$ cat src/rtl/core/servo_bus_status_deframer_assert.svh
// ----------------------------------------------------------------------------
// Servo bus status deframer assertion macros
// Small wrappers around concurrent assertions used by the deframer RTL.
// ----------------------------------------------------------------------------
`ifndef SERVO_BUS_STATUS_DEFRAMER_ASSERT_SVH
`define SERVO_BUS_STATUS_DEFRAMER_ASSERT_SVH

// Same-cycle implication, disabled while reset is asserted.
`define SVBD_ASSERT_SAME(name, clk, rstn, ante, cons, msg) \
  name: assert property (@(posedge clk) disable iff (!rstn) (ante) |-> (cons)) \
    else $error(msg);

// Next-cycle implication, disabled while reset is asserted.
`define SVBD_ASSERT_NEXT(name, clk, rstn, ante, cons, msg) \
  name: assert property (@(posedge clk) disable iff (!rstn) (ante) |=> (cons)) \
    else $error(msg);

`endif

$ cat src/rtl/core/svbd_pkg.sv
// ----------------------------------------------------------------------------
// Servo bus status deframer package
// Opcodes, status codes, phase codes and the shared state and result types.
// ----------------------------------------------------------------------------
package svbd_pkg;

  // Input opcodes.
  localparam logic [1:0] OP_ARM  = 2'd0;
  localparam logic [1:0] OP_BYTE = 2'd1;
  localparam logic [1:0] OP_TICK = 2'd2;

  // Final status codes.
  localparam logic [2:0] ST_OK       = 3'd0;
  localparam logic [2:0] ST_TIMEOUT  = 3'd1;
  localparam logic [2:0] ST_BADLEN   = 3'd2;
  localparam logic [2:0] ST_CHECKSUM = 3'd3;
  localparam logic [2:0] ST_DEVERR   = 3'd4;

  // Result kinds.
  localparam logic KIND_PARAM  = 1'b0;
  localparam logic KIND_STATUS = 1'b1;

  // Receiver phases.
  localparam logic [1:0] PH_IDLE   = 2'd0;
  localparam logic [1:0] PH_HEADER = 2'd1;
  localparam logic [1:0] PH_BODY   = 2'd2;

  // Header layout: two start bytes, identifier, length.
  localparam logic [7:0] HDR_POS_ID  = 8'd2;
  localparam logic [7:0] HDR_POS_LEN = 8'd3;
  localparam logic [7:0] HDR_BYTES   = 8'd4;
  localparam logic [7:0] MIN_LENGTH  = 8'd2;

  localparam logic [15:0] TIMEOUT_RESET = 16'd1000;

  typedef struct packed {
    logic [1:0]  phase;
    logic [7:0]  byte_pos;
    logic [7:0]  frame_len;
    logic [7:0]  run_sum;
    logic [7:0]  held_id;
    logic [7:0]  held_err;
    logic [15:0] idle_ticks;
  } svbd_state_t;

  typedef struct packed {
    logic       valid;
    logic       kind;
    logic [7:0] param_index;
    logic [7:0] param_value;
    logic [7:0] device_id;
    logic [7:0] device_error;
    logic [2:0] status;
  } svbd_result_t;

endpackage

$ cat src/rtl/core/svbd_step.sv
// ----------------------------------------------------------------------------
// Servo bus status deframer step logic
// Combinational next-state and result logic for one transaction.
// ----------------------------------------------------------------------------
module svbd_step (
  input  svbd_pkg::svbd_state_t  state_i,
  input  logic [1:0]             op_i,
  input  logic [7:0]             rx_byte_i,
  input  logic [15:0]            timeout_i,
  output svbd_pkg::svbd_state_t  state_o,
  output svbd_pkg::svbd_result_t result_o
);

  logic [15:0] tick_inc;
  logic [7:0]  pos_inc;
  logic [7:0]  len_new;
  logic        body_last;

  assign tick_inc  = (state_i.idle_ticks == '1) ? state_i.idle_ticks
                                                : state_i.idle_ticks + 16'd1;
  assign pos_inc   = state_i.byte_pos + 8'd1;
  assign len_new   = (state_i.byte_pos == svbd_pkg::HDR_POS_LEN) ? rx_byte_i
                                                                : state_i.frame_len;
  assign body_last = ({1'b0, state_i.byte_pos} + 9'd1) >= {1'b0, state_i.frame_len};

  always_comb begin
    state_o  = state_i;
    result_o = '0;

    unique case (op_i)
      svbd_pkg::OP_ARM: begin
        state_o       = '0;
        state_o.phase = svbd_pkg::PH_HEADER;
      end
      svbd_pkg::OP_TICK: begin
        if (state_i.phase != svbd_pkg::PH_IDLE) begin
          state_o.idle_ticks = tick_inc;
          if (tick_inc >= timeout_i) begin
            state_o.phase   = svbd_pkg::PH_IDLE;
            result_o.valid  = 1'b1;
            result_o.kind   = svbd_pkg::KIND_STATUS;
            result_o.status = svbd_pkg::ST_TIMEOUT;
          end
        end
      end
      svbd_pkg::OP_BYTE: begin
        if (state_i.phase == svbd_pkg::PH_HEADER) begin
          state_o.idle_ticks = '0;
          if (state_i.byte_pos == svbd_pkg::HDR_POS_ID) begin
            state_o.held_id = rx_byte_i;
            state_o.run_sum = state_i.run_sum + rx_byte_i;
          end else if (state_i.byte_pos == svbd_pkg::HDR_POS_LEN) begin
            state_o.frame_len = rx_byte_i;
            state_o.run_sum   = state_i.run_sum + rx_byte_i;
          end
          state_o.byte_pos = pos_inc;
          if (pos_inc >= svbd_pkg::HDR_BYTES) begin
            state_o.byte_pos = '0;
            if (len_new < svbd_pkg::MIN_LENGTH) begin
              state_o.phase   = svbd_pkg::PH_IDLE;
              result_o.valid  = 1'b1;
              result_o.kind   = svbd_pkg::KIND_STATUS;
              result_o.status = svbd_pkg::ST_BADLEN;
            end else begin
              state_o.phase = svbd_pkg::PH_BODY;
            end
          end
        end else if (state_i.phase == svbd_pkg::PH_BODY) begin
          state_o.idle_ticks = '0;
          if (body_last) begin
            // Checksum byte: a mismatch wins over a device error.
            state_o.phase  = svbd_pkg::PH_IDLE;
            result_o.valid = 1'b1;
            result_o.kind  = svbd_pkg::KIND_STATUS;
            if (rx_byte_i != ~state_i.run_sum) begin
              result_o.status = svbd_pkg::ST_CHECKSUM;
            end else if (state_i.held_err != 8'd0) begin
              result_o.status = svbd_pkg::ST_DEVERR;
            end else begin
              result_o.status = svbd_pkg::ST_OK;
            end
          end else begin
            state_o.run_sum = state_i.run_sum + rx_byte_i;
            if (state_i.byte_pos == 8'd0) begin
              state_o.held_err = rx_byte_i;
              state_o.byte_pos = 8'd1;
            end else begin
              result_o.valid       = 1'b1;
              result_o.kind        = svbd_pkg::KIND_PARAM;
              result_o.param_index = state_i.byte_pos - 8'd1;
              result_o.param_value = rx_byte_i;
              state_o.byte_pos     = pos_inc;
            end
          end
        end
      end
      default: begin
        // Unused opcode: no state change, no result.
      end
    endcase

    // Identifier and error fields always reflect the values held so far.
    result_o.device_id    = state_o.held_id;
    result_o.device_error = state_o.held_err;
  end

endmodule

$ cat src/rtl/core/servo_bus_status_deframer.sv
// ----------------------------------------------------------------------------
// Servo bus status deframer
// Receives servo bus status packets byte by byte and reports parameters and
// a final packet status.
// ----------------------------------------------------------------------------
// Usage: the input stream carries one transaction per command. tuser holds
// the opcode (arm, received byte, timer tick) and tdata the received byte.
// After an arm, the block takes two start bytes, the identifier and the
// length, then the error byte, the parameters and the checksum. Each
// parameter byte produces an output transaction with kind zero, and the
// packet ends with one status transaction (ok, timeout, bad length, checksum
// mismatch or device error). Ticks count time since the last byte against
// the timeout register, which is written through cfg_we_i and cfg_wdata_i.
// An accepted transaction is loaded into the input register, and the step logic
// then loads its result into the output register once that register is free.
// Throughput is one transaction per cycle while the receiver does not stall,
// as the packet state is updated by combinational step logic. When the
// receiver stalls, the result stays in the output register, the input
// register still accepts one more transaction, and then s_axis_tready drops
// until space frees up. Reset empties both registers, puts the receiver in
// idle and sets the timeout to 1000 ticks.
// ----------------------------------------------------------------------------
`include "servo_bus_status_deframer_assert.svh"

module servo_bus_status_deframer (
  input  logic        clk_i,
  input  logic        rst_ni,

  input  logic        cfg_we_i,
  input  logic [15:0] cfg_wdata_i,    // timeout_ticks

  input  logic        s_axis_tvalid,
  output logic        s_axis_tready,
  input  logic [7:0]  s_axis_tdata,   // [7:0] rx_byte
  input  logic [1:0]  s_axis_tuser,   // [1:0] opcode

  output logic        m_axis_tvalid,
  input  logic        m_axis_tready,
  output logic [39:0] m_axis_tdata,   // [7:0] param_index, [15:8] param_value,
                                      // [23:16] device_id, [31:24] device_error,
                                      // [34:32] status, [39:35] zero
  output logic [0:0]  m_axis_tuser    // [0] kind
);

  // Timeout limit register.
  logic [15:0] timeout_q;

  always_ff @(posedge clk_i or negedge rst_ni) begin
    if (!rst_ni) begin
      timeout_q <= svbd_pkg::TIMEOUT_RESET;
    end else if (cfg_we_i) begin
      timeout_q <= cfg_wdata_i;
    end
  end

  // Input register. It may take a new transaction while the output register
  // holds a result, so the two sides are decoupled.
  logic       in_valid_q;
  logic [1:0] in_op_q;
  logic [7:0] in_byte_q;
  logic       advance;
  logic       out_free;

  assign out_free      = !m_axis_tvalid || m_axis_tready;
  assign advance       = in_valid_q && out_free;
  assign s_axis_tready = !in_valid_q || out_free;

  always_ff @(posedge clk_i or negedge rst_ni) begin
    if (!rst_ni) begin
      in_valid_q <= 1'b0;
    end else if (s_axis_tready) begin
      in_valid_q <= s_axis_tvalid;
    end
  end

  always_ff @(posedge clk_i) begin
    if (s_axis_tready && s_axis_tvalid) begin
      in_op_q   <= s_axis_tuser;
      in_byte_q <= s_axis_tdata;
    end
  end

  // Packet state and step logic.
  svbd_pkg::svbd_state_t  state_q;
  svbd_pkg::svbd_state_t  state_d;
  svbd_pkg::svbd_result_t result;

  svbd_step u_step (
    .state_i  (state_q),
    .op_i     (in_op_q),
    .rx_byte_i(in_byte_q),
    .timeout_i(timeout_q),
    .state_o  (state_d),
    .result_o (result)
  );

  // The all-zero state is the idle phase with every counter cleared.
  always_ff @(posedge clk_i or negedge rst_ni) begin
    if (!rst_ni) begin
      state_q <= '0;
    end else if (advance) begin
      state_q <= state_d;
    end
  end

  // Output register: reloaded whenever it is free, so a transaction that
  // produces no result simply leaves it empty.
  logic out_valid_q;
  svbd_pkg::svbd_result_t out_q;

  always_ff @(posedge clk_i or negedge rst_ni) begin
    if (!rst_ni) begin
      out_valid_q <= 1'b0;
    end else if (out_free) begin
      out_valid_q <= advance && result.valid;
    end
  end

  always_ff @(posedge clk_i) begin
    if (advance) begin
      out_q <= result;
    end
  end

  assign m_axis_tvalid = out_valid_q;
  assign m_axis_tuser  = out_q.kind;
  assign m_axis_tdata  = {5'd0, out_q.status, out_q.device_error, out_q.device_id,
                          out_q.param_value, out_q.param_index};

  // A status result always returns the receiver to idle.
  `SVBD_ASSERT_NEXT(a_status_goes_idle, clk_i, rst_ni,
    advance && result.valid && (result.kind == svbd_pkg::KIND_STATUS),
    state_q.phase == svbd_pkg::PH_IDLE, "status result did not end the packet")

  // A pending parameter result means the packet body is still in progress.
  `SVBD_ASSERT_SAME(a_param_in_body, clk_i, rst_ni,
    out_valid_q && (out_q.kind == svbd_pkg::KIND_PARAM),
    state_q.phase == svbd_pkg::PH_BODY, "parameter result outside packet body")

  // The input side only stalls while a transaction is waiting in the input register.
  `SVBD_ASSERT_SAME(a_stall_only_when_full, clk_i, rst_ni,
    !s_axis_tready, in_valid_q && m_axis_tvalid && !m_axis_tready,
    "input stalled without a pending transaction")

endmodule

$ cat config.mk
export PLATFORM = sky130hd
export DESIGN_NAME = servo_bus_status_deframer
export DESIGN_NICKNAME = d
export VERILOG_FILES = /design/src/rtl/core/svbd_pkg.sv /design/src/rtl/core/svbd_step.sv /design/src/rtl/core/servo_bus_status_deframer.sv
export VERILOG_INCLUDE_DIRS = /design/src /design/src/rtl/core
export SDC_FILE = /design/constraint.sdc
export NUM_CORES = 1
export LEC_CHECK = 0
export BUFFER_PORTS_ARGS = -buffer_cell sky130_fd_sc_hd__buf_4
export CORE_ASPECT_RATIO = 2
export CORE_MARGIN = 2
export CORE_UTILIZATION = 45
export CTS_CLUSTER_SIZE = 8
export DETAILED_ROUTE_END_ITERATION = 8
export GPL_TIMING_DRIVEN = 0
export PLACE_DENSITY = 0.63
export SLEW_MARGIN = 20
export SYNTH_ARGS = -nofsm -noshare
export SYNTH_HDL_FRONTEND = slang
export SYNTH_HIERARCHICAL = 1
export SYNTH_SLANG_ARGS = --single-unit
$ cat constraint.sdc
create_clock -name clk_i -period 6.6 [get_ports clk_i]
set_input_delay 0.33 -clock clk_i [delete_from_list [all_inputs] [get_ports clk_i]]
set_output_delay 0.33 -clock clk_i [all_outputs]
set_load 0.01 [all_outputs]
==> impl_metrics.tcl, run 1 <==
set metrics [dict create \
    clockBufferDepth 2 \
    antenna_found_initial 0 \
    synth_top_cell_by_area "dfrtp_1" \
    cap_violations 0 \
    avgSynthCellArea_um2 10.1 \
    p_seq_share_pct 38.5 \
    layout_min_cycle_time_ps 4440 \
    initial_utilization_pct 45.5 \
    final_max_slew_viol_count 0 \
    grt_pass1_wl_um 30700 \
    power_density_mw_per_mm2 250 \
    coreArea_mm2 0.0171 \
    synth_flop_cell "dfrtp_1" \
    p_switching_w 0.000692 \
    yosys_warnings 6 \
    antennaDiodeCount 0 \
    grt_setup_unrepaired "false" \
    ys_seq_elements 122 \
    synthTopCellsByArea "dfrtp_1, edfxtp_1, mux2_2, ha_1, nand2_1" \
    layout-drive-gt1-share_pct 26.4 \
    pin_count 74 \
    wirelength_um 18900 \
    grt_max_degree 77 \
    fp.dieW_um 96.9 \
    placementRows 68 \
    viasPerCell 5.74 \
    io_buffer_count 67 \
    root_buffer "clkbuf_16" \
    cp-startpoint "state_q[48]" \
    grt_usage_pct 20.9 \
    fin_setup_tns_ps 0 \
    crit_arrival_ps 4740 \
    path_class "reg -> reg" \
    cts_resized 0 \
    synth_top_cell_area_share_pct 22.5 \
    area_delta_synth_final_pct 18.2 \
    synth.distinct_cells 72 \
    vias 6230 \
    ctsHoldBuffers 0 \
    combPwrFrac_pct 20.0 \
    cts_tree "yes" \
    p_leak_nw 4.12 \
    cp.required_ps 6900 \
    worst_pin_slew_ps 849 \
    failed_checks "negative hold slack" \
    whs_ps -54.1 \
    max_clock_freq_mhz 225 \
    chipHeight_um 190 \
    grt_overflow 0 \
    finClkSkew_ps 10.6 \
    synth_edf_count 46 \
    cts_setup_buffers 0 \
    syn_area_mm2 0.00777 \
    slew-limit-headroom_pct 42.9 \
    p_sw_share_pct 30.1 \
    h-tree-depth 4 \
    gp_congestion 0.889 \
    cts_buffers 17 \
    start_kind "flop" \
    yosysSeqAreaShare_pct 42.3 \
    power.total_w 0.00230 \
    run_status "finished, violations left" \
    pwr-share-clk_pct 41.6 \
    clkSinkCount 122 \
    first_pass_iters 6 \
    drtAntennaViolNets 0 \
    hold_viol_final 60 \
    grt_pass1_vias 6024 \
    routedWlPerCell_um 17.4 \
    synthCells 772 \
    min-delay-path-class "in -> async" \
    layout.nets 934 \
    ir_drop_mv 0.139 \
    post-route-period-util_pct 67.2 \
    drcViolationCount 0 \
    ys_async_sr_fraction_pct 62.3 \
    clkSlewWorstSetupHoldPaths_ps 60 \
    r2r-start "state_q[48]" \
    cp-end-kind "flop" \
    clk_latency_ps 420 \
    die_area_mm2 0.0184 \
    drt_iter0_markers 547 \
    final-setup-viol-count 0 \
    intPower_w 0.00161 \
    cp_max_fo 10 \
    dp.final_hpwl_um 13600 \
]
==> final cells by class <==
cell class	instances	area (um^2)
Tap cell	210	263
Fill cell	1553	7920
Inverter	45	169
Clock inverter	15	181
Multi-Input combinational cell	547	3980
Sequential cell	122	3290
Clock buffer	17	425
Timing Repair Buffer	68	527
Buffer	62	350
==> per-stage QoR <==
| step | utilization, % | std cells | worst slack, ps | hold slack [ps] | area [um^2] |
|---|---|---|---|---|---|
| finish | 53.7 | 1086 | 2160 | -54.1 | 9190 |
| global route | 53.7 | 1086 | 1900 | 13.8 | 9190 |
| CTS | 53.7 | 1086 | 2190 | 65.3 | 9180 |
| detailed placement | 50.1 | 1054 | 2220 | 487 | 8580 |
| global placement | 50.0 | 1053 | 2250 | 485 | 8560 |
| floorplan | - | 776 | 3070 | 34.4 | 7790 |
==> synth_stat cells, types with 7 or more instances <==
master,instances
nand2_1,78
dfrtp_1,70
mux2_2,67
nor2_1,48
edfxtp_1,46
inv_1,45
ha_1,39
o21ai_0,38
nand3_1,33
a21oi_1,24
clkbuf_1,24
buf_4,22
xnor2_1,19
o211ai_1,18
a31oi_1,10
buf_2,10
a22o_1,9
mux2_4,9
nor3_1,9
xor2_1,9
o31ai_1,8
and2_1,7
and3_1,7
nand2b_1,7
==> power groups by stage <==
stage          Sequential (W)  Combinational, W  Clock, W
6_report             0.000885          0.000459  0.000955
4_1_cts              0.000886          0.000457  0.000975
3_5_place_dp         0.000900          0.000454         0
2_1_floorplan        0.000894          0.000318         0
5_1_grt              0.000893          0.000503   0.00101
3_3_place_gp         0.000897          0.000444         0
==> path summary, 6_finish.rpt <==
kind                       slack, ps            end  depth (start not counted)
max                             2160    state_q[21]                         14
min                              -50    state_q[51]                          1
max reg2reg                     2160    state_q[21]                         14
min reg2reg                      500    state_q[52]                          1
max in group asynchronous       6130  timeout_q[15]                          1
min in group clk_i                80   in_byte_q[2]                          1
==> layout by cell type (no fill, tap or decap), drive strengths merged, types with 3 or more instances in the layout <==
master | netlist | final
nand2 | 79 | 79
dfstp | 6 | 6
a211o | 4 | 4
a211oi | 6 | 6
nor2b | 3 | 3
mux2i | 6 | 6
o21a | 5 | 5
ha | 39 | 39
nor4 | 6 | 6
clkinv | 0 | 4
xnor2 | 19 | 19
and2 | 7 | 7
o21ai | 39 | 39
or4 | 6 | 6
nand3b | 4 | 4
a31oi | 10 | 10
buf | 38 | 106
a21o | 5 | 5
nand2b | 8 | 8
dfrtp | 70 | 70
mux2 | 77 | 77
inv | 45 | 52
edfxtp | 46 | 46
nor2 | 48 | 48
nand4 | 7 | 7
and4 | 6 | 6
conb | 1 | 5
clkbuf | 24 | 41
and3 | 7 | 7
xor2 | 9 | 9
a21oi | 25 | 25
o221ai | 3 | 3
a22o | 9 | 9
o211ai | 18 | 18
nor3 | 9 | 9
nand3 | 35 | 35
o31ai | 8 | 8
a41oi | 3 | 3
==> worst max-delay path, stage by stage (launching register included) <==
cell	delay, ps
dfrtp_1	420
clkbuf_1	400
nand3_1	300
nor2_1	330
nand2_1	130
xnor2_1	170
ha_1	280
and4_1	230
a2111oi_4	750
nand4_2	360
buf_2	290
nand3_1	100
o211ai_1	130
buf_4	150
mux2_2	250
==> per-layer routing <==
layer / global-route usage [%] / routed length (um)
met4: 9.48 / 525
met2: 35.3 / 9400
met1: 26.3 / 7870
met3: 3.23 / 1100
met5: 0 / 0
==> state kept, by name, indices dropped and copies added (netlist names) <==
name           cells
m_axis_tvalid      1
state_q           58
m_axis_tuser       1
in_valid_q         1
in_byte_q          8
timeout_q         16
m_axis_tdata      35
in_op_q            2
==> logic make-up (layout without fill, tap and decap cells) <==
logic type,Yosys count,in the layout,share of synthesized area (%)
AND/OR/NAND/NOR,230,230,14.6
AO/OA/AOI/OAI,161,161,14.3
flip-flops,122,122,42.3
buffers and inverters,107,207,6.68
multiplexers,83,83,12.4
adder cells (fa/ha/maj),40,40,6.53
XOR/XNOR,28,28,3.15
other,1,5,0.0482
(Power assumes the default switching activity.)
==> inputs of run 2 (changes only) <==
clock period = 4.5 ns   (was 6.6 ns; I/O delays follow)
==> run 2 against run 1 <==
Net effect:
- critical path type unchanged
- critical path depth unchanged
- power rose by 47%
- worst setup slack worse by 1700 ps
- the run now ends clean
- non-clock buffer count increased by 15
- cell count is 1.4% higher
- first-iteration DRC count up 11%
- global-route usage is 0.15 points higher
- worst hold slack better by 87 ps
- clock skew is 0.91 ps higher
- core utilization is 0.87 points higher
- critical endpoint unchanged
==> impl_metrics.tcl, run 2 (synthesis gave the netlist of run 1 again) <==
set metrics [dict create \
    final-setup-viol-count 0 \
    fp.dieW_um 96.9 \
    viasPerCell 5.66 \
    root_buffer "clkbuf_16" \
    cp.required_ps 4800 \
    chipHeight_um 190 \
    cts_buffers 17 \
    start_kind "flop" \
    clk_latency_ps 420 \
    layout_min_cycle_time_ps 4080 \
    io_buffer_count 67 \
    final_cell_mix "buf_4, nand2_1, dfrtp_1, mux2_2, nor2_1" \
    power_density_mw_per_mm2 362 \
    cap_violations 0 \
    p_leak_nw 4.18 \
    critical_path.slowest_cell "a31oi_2" \
    pin_count 74 \
    grt_max_degree 77 \
    drt_iter0_markers 608 \
    clkSlewWorstSetupHoldPaths_ps 60 \
    final_max_slew_viol_count 0 \
    max_clock_freq_mhz 245 \
    grt_usage_pct 21.0 \
    coreArea_mm2 0.0171 \
    h-tree-depth 4 \
    max_flop_register "state_q" \
    final_common_cell "buf_4" \
    cp_max_fo 10 \
    grt_setup_unrepaired "false" \
    slowest_delay_ps 480 \
    finClkSkew_ps 11.6 \
    first_pass_iters 7 \
    critPathTopFamily "simple AND/OR/NAND/NOR gates" \
    crit_arrival_ps 4390 \
    worst_pin_slew_ps 828 \
    dp.final_hpwl_um 13600 \
    post-route-period-util_pct 90.7 \
    num-fill-cells 1537 \
    multi_input_area_mm2 0.00399 \
    antenna_found_initial 0 \
    initial_utilization_pct 45.5 \
    clockBufferDepth 2 \
    path_class "reg -> reg" \
    cts_tree "yes" \
    placementRows 68 \
    layout.nets 949 \
    run_status "completed" \
    seq_area_mm2 0.00329 \
    crit_top_cell "nand3_1" \
    drtAntennaViolNets 0 \
    area_delta_synth_final_pct 20.1 \
    grt_overflow 0 \
    layout-drive-gt1-share_pct 26.4 \
    cp-end-kind "flop" \
    fin_setup_tns_ps 0 \
    routedWlPerCell_um 17.4 \
    hold_viol_final 0 \
    antennaDiodeCount 0 \
    power.total_w 0.00338 \
    worstPathCellList "clkbuf_1 > nand3_1 > nor2_1 > nand2_1 > xnor2_1 > ha_1 > and4_1 > a31oi_2 > nand4_2 > buf_2 > nand3_1 > o211ai_1 > buf_4 > mux2_2" \
    gp_congestion 0.889 \
    clkSinkCount 122 \
    slew-limit-headroom_pct 44.3 \
    wirelength_um 19200 \
    vias 6237 \
    min-delay-path-class "in -> reg" \
    largest_reg_flops 58 \
    die_area_mm2 0.0184 \
    ir_drop_mv 0.204 \
    grt_pass1_wl_um 30900 \
    grt_pass1_vias 6064 \
    drcViolationCount 0 \
    critPathBufInv 3 \
]
==> run 2: cell count changes in the layout (fill, tap and decap cells not counted), sizes merged <==
cell         previous run  this run
buf                   106       109
dlygate4sd3             0        12
==> run 2: what timing repair did <==
item,in CTS,in global routing
hold buffers,11,1
endpoints found under the hold margin,11,70
setup buffers,0,3
endpoints found under the setup margin,0,9
gates resized for setup,0,1
==> run 2: final cells by class <==
class	count	area share [%]
sequential	122	35.3
tap	210	2.81
buffer	62	3.75
clock buffer	17	4.56
multi-input combinational	547	42.7
inverter	45	1.81
timing repair buffer	83	7.17
clock inverter	15	1.94
==> run 2: metrics by stage <==
step           std cells  setup WS (ps)  utilization, %  area [um^2]  hold WS (ps)
6_report            1101            416            54.6         9340          33.2
5_1_grt             1101            154            54.6         9340          28.9
4_1_cts             1097           85.6            54.3         9290          18.9
3_5_place_dp        1054            119            50.1         8580           404
3_3_place_gp        1053            151            50.0         8560           404
2_1_floorplan        776            967               -         7790         -70.6
==> run 2: power breakdown <==
group	internal, W	switching, W
Sequential	0.00123	0.0000648
Combinational	0.000294	0.000387
Clock	0.000836	0.000566
==> run 2: layer usage <==
metal	track usage, %	up-vias	wire (um)	share of wire (%)
li1	-	3003	-	-
met1	26.2	2981	8040	42
met2	35.9	213	9520	50
met3	3.23	40	1050	5.5
met4	9.48	0	569	3.0
met5	0	-	0	0
==> run 2: worst paths after layout <==
kind | from | end | slack (ps) | cells after the start
hold / removal | cfg_wdata_i[2] | timeout_q[2] | 30 | 2
max in group asynchronous | rst_ni | state_q[21] | 3550 | 2
min in group asynchronous | rst_ni | state_q[51] | 410 | 2
setup reg to reg | state_q[48] | state_q[21] | 420 | 14
setup / recovery | state_q[48] | state_q[21] | 420 | 14
hold reg to reg | state_q[52] | state_q[52] | 500 | 1
==> run 2: worst reg2reg max path: stages (launching register included) <==
cell and delay [ps]:
dfrtp_1 420, clkbuf_1 400, nand3_1 300, nor2_1 330
nand2_1 130, xnor2_1 170, ha_1 280, and4_1 240
a31oi_2 480, nand4_2 310, buf_2 280, nand3_1 100
o211ai_1 130, buf_4 160, mux2_2 250
==> inputs of run 3 (changes only) <==
CAP_MARGIN = 20   (was not set)
CELL_PAD_IN_SITES_DETAIL_PLACEMENT = 1   (was not set)
CELL_PAD_IN_SITES_GLOBAL_PLACEMENT = 1   (was not set)
GPL_ROUTABILITY_DRIVEN = 0   (was not set)
PLACE_DENSITY = 0.77   (was 0.63)
==> run 3 against run 2 <==
Net effect:
- count of clock-buffer cells in the layout rose by 1
- sequential share of layout area is essentially flat
- cell count did not move
- non-clock buffer count stayed put
- power increased by 3.7%
==> impl_metrics.tcl, run 3 (synthesis gave the netlist of run 1 again) <==
set metrics [dict create \
    run_status "completed" \
    first_pass_iters 5 \
    coreArea_mm2 0.0171 \
    grt_pass1_vias 6877 \
    slew-limit-headroom_pct 36.9 \
    wirelength_um 22800 \
    worst_pin_slew_ps 938 \
    viasPerCell 5.92 \
    max_clock_freq_mhz 235 \
    placementRows 68 \
    whs_ps 32.7 \
    fin_util_pct 54.6 \
    final_cell_mix "buf_4, nand2_1, dfrtp_1, mux2_2, nor2_1" \
    clkSlewWorstSetupHoldPaths_ps 70 \
    io_buffer_count 67 \
    area_delta_synth_final_pct 20.1 \
    grt_usage_pct 25.0 \
    chipHeight_um 190 \
    post-route-period-util_pct 94.7 \
    cp_max_fo 10 \
    layout-drive-gt1-share_pct 26.4 \
    clkSinkCount 122 \
    drtAntennaViolNets 0 \
    placed_area_mm2 0.00856 \
    layout.nets 949 \
    hold_viol_final 0 \
    cp-end-kind "flop" \
    clk_latency_ps 430 \
    cp.required_ps 4820 \
    largest_reg_flops 58 \
    final_max_slew_viol_count 0 \
    antenna_found_initial 0 \
    cts_tree "yes" \
    vias 6517 \
    initial_utilization_pct 45.5 \
    pin_count 74 \
    die_area_mm2 0.0184 \
    clockBufferDepth 2 \
    min-delay-path-class "in -> reg" \
    final_common_cell "buf_4" \
    routedWlPerCell_um 20.7 \
    drcViolationCount 0 \
    path_class "reg -> reg" \
    finClkSkew_ps 9.16 \
    h-tree-depth 4 \
    power_density_mw_per_mm2 376 \
    grt_max_degree 77 \
    grt_overflow 0 \
    grt_pass1_wl_um 36300 \
    fin_setup_tns_ps 0 \
    root_buffer "clkbuf_16" \
    p_leak_nw 4.17 \
    ir_drop_mv 0.257 \
    final-setup-viol-count 0 \
    drt_iter0_markers 316 \
    fin_area_mm2 0.00934 \
    dp.final_hpwl_um 15600 \
    layout_min_cycle_time_ps 4260 \
    start_kind "flop" \
    antennaDiodeCount 0 \
    cap_violations 0 \
    max_flop_register "state_q" \
    cts_buffers 17 \
    crit_arrival_ps 4580 \
    fp.dieW_um 96.9 \
]
-- run 3: repair_timing --
| action | CTS | global route |
|---|---|---|
| resized for setup | 0 | 1 |
| hold buffers | 11 | 1 |
| buffers inserted | 0 | 4 |
| endpoints found under the setup margin | 0 | 24 |
| hold endpoints to repair | 11 | 70 |
-- run 3: power by group --
part,switching (W),leakage (nW),internal [W]
combinational,0.000426,2.40,0.000296
clock,0.000581,0.292,0.000899
sequential,0.0000716,1.48,0.00123
total,0.00108,4.17,0.00243
-- run 3: cell type report --
cell class	instances	area, um^2
Inverter	45	169
Timing Repair Buffer	83	657
Sequential cell	122	3290
Tap cell	210	263
Clock buffer	18	439
Fill cell	1886	7760
Buffer	62	350
Multi-Input combinational cell	547	3990
Clock inverter	14	184
-- run 3: through the flow --
step / instances / setup WS [ps] / power [W]
2_1_floorplan: 776 / 967 / 0.00178
3_3_place_gp: 1053 / 126 / 0.00197
3_5_place_dp: 1053 / 98.4 / 0.00201
4_1_cts: 1096 / 30.2 / 0.00352
5_1_grt: 1101 / -43.9 / 0.00365
6_report: 1101 / 237 / 0.00351
-- run 3: path summary, 6_finish.rpt --
kind	slack, ps	cells after the start	end	start
worst max-delay path	240	14	state_q[21]	state_q[48]
worst min-delay path	30	2	timeout_q[11]	cfg_wdata_i[11]
worst max register to register	240	14	state_q[21]	state_q[48]
worst min register to register	500	1	state_q[52]	state_q[52]
max in group asynchronous	3560	2	in_valid_q	rst_ni
min in group asynchronous	400	2	state_q[54]	rst_ni
-- run 3: layer usage --
metal | GRT usage (%) | wire (um)
met1 | 30.4 | 9540
met2 | 43.8 | 11800
met3 | 4.34 | 881
met4 | 10.0 | 612
met5 | 0 | 0
-- run 3: worst max-delay path: stages, from the launching register on --
cell and delay, ps:
dfrtp_1 460, clkbuf_1 410, nand3_1 310, nor2_1 340, nand2_1 130, xnor2_1 160, ha_1 310, and4_1 250
a2111oi_4 490, nand4_2 340, buf_2 290, nand3_1 100, o211ai_1 130, buf_4 160, mux2_2 250
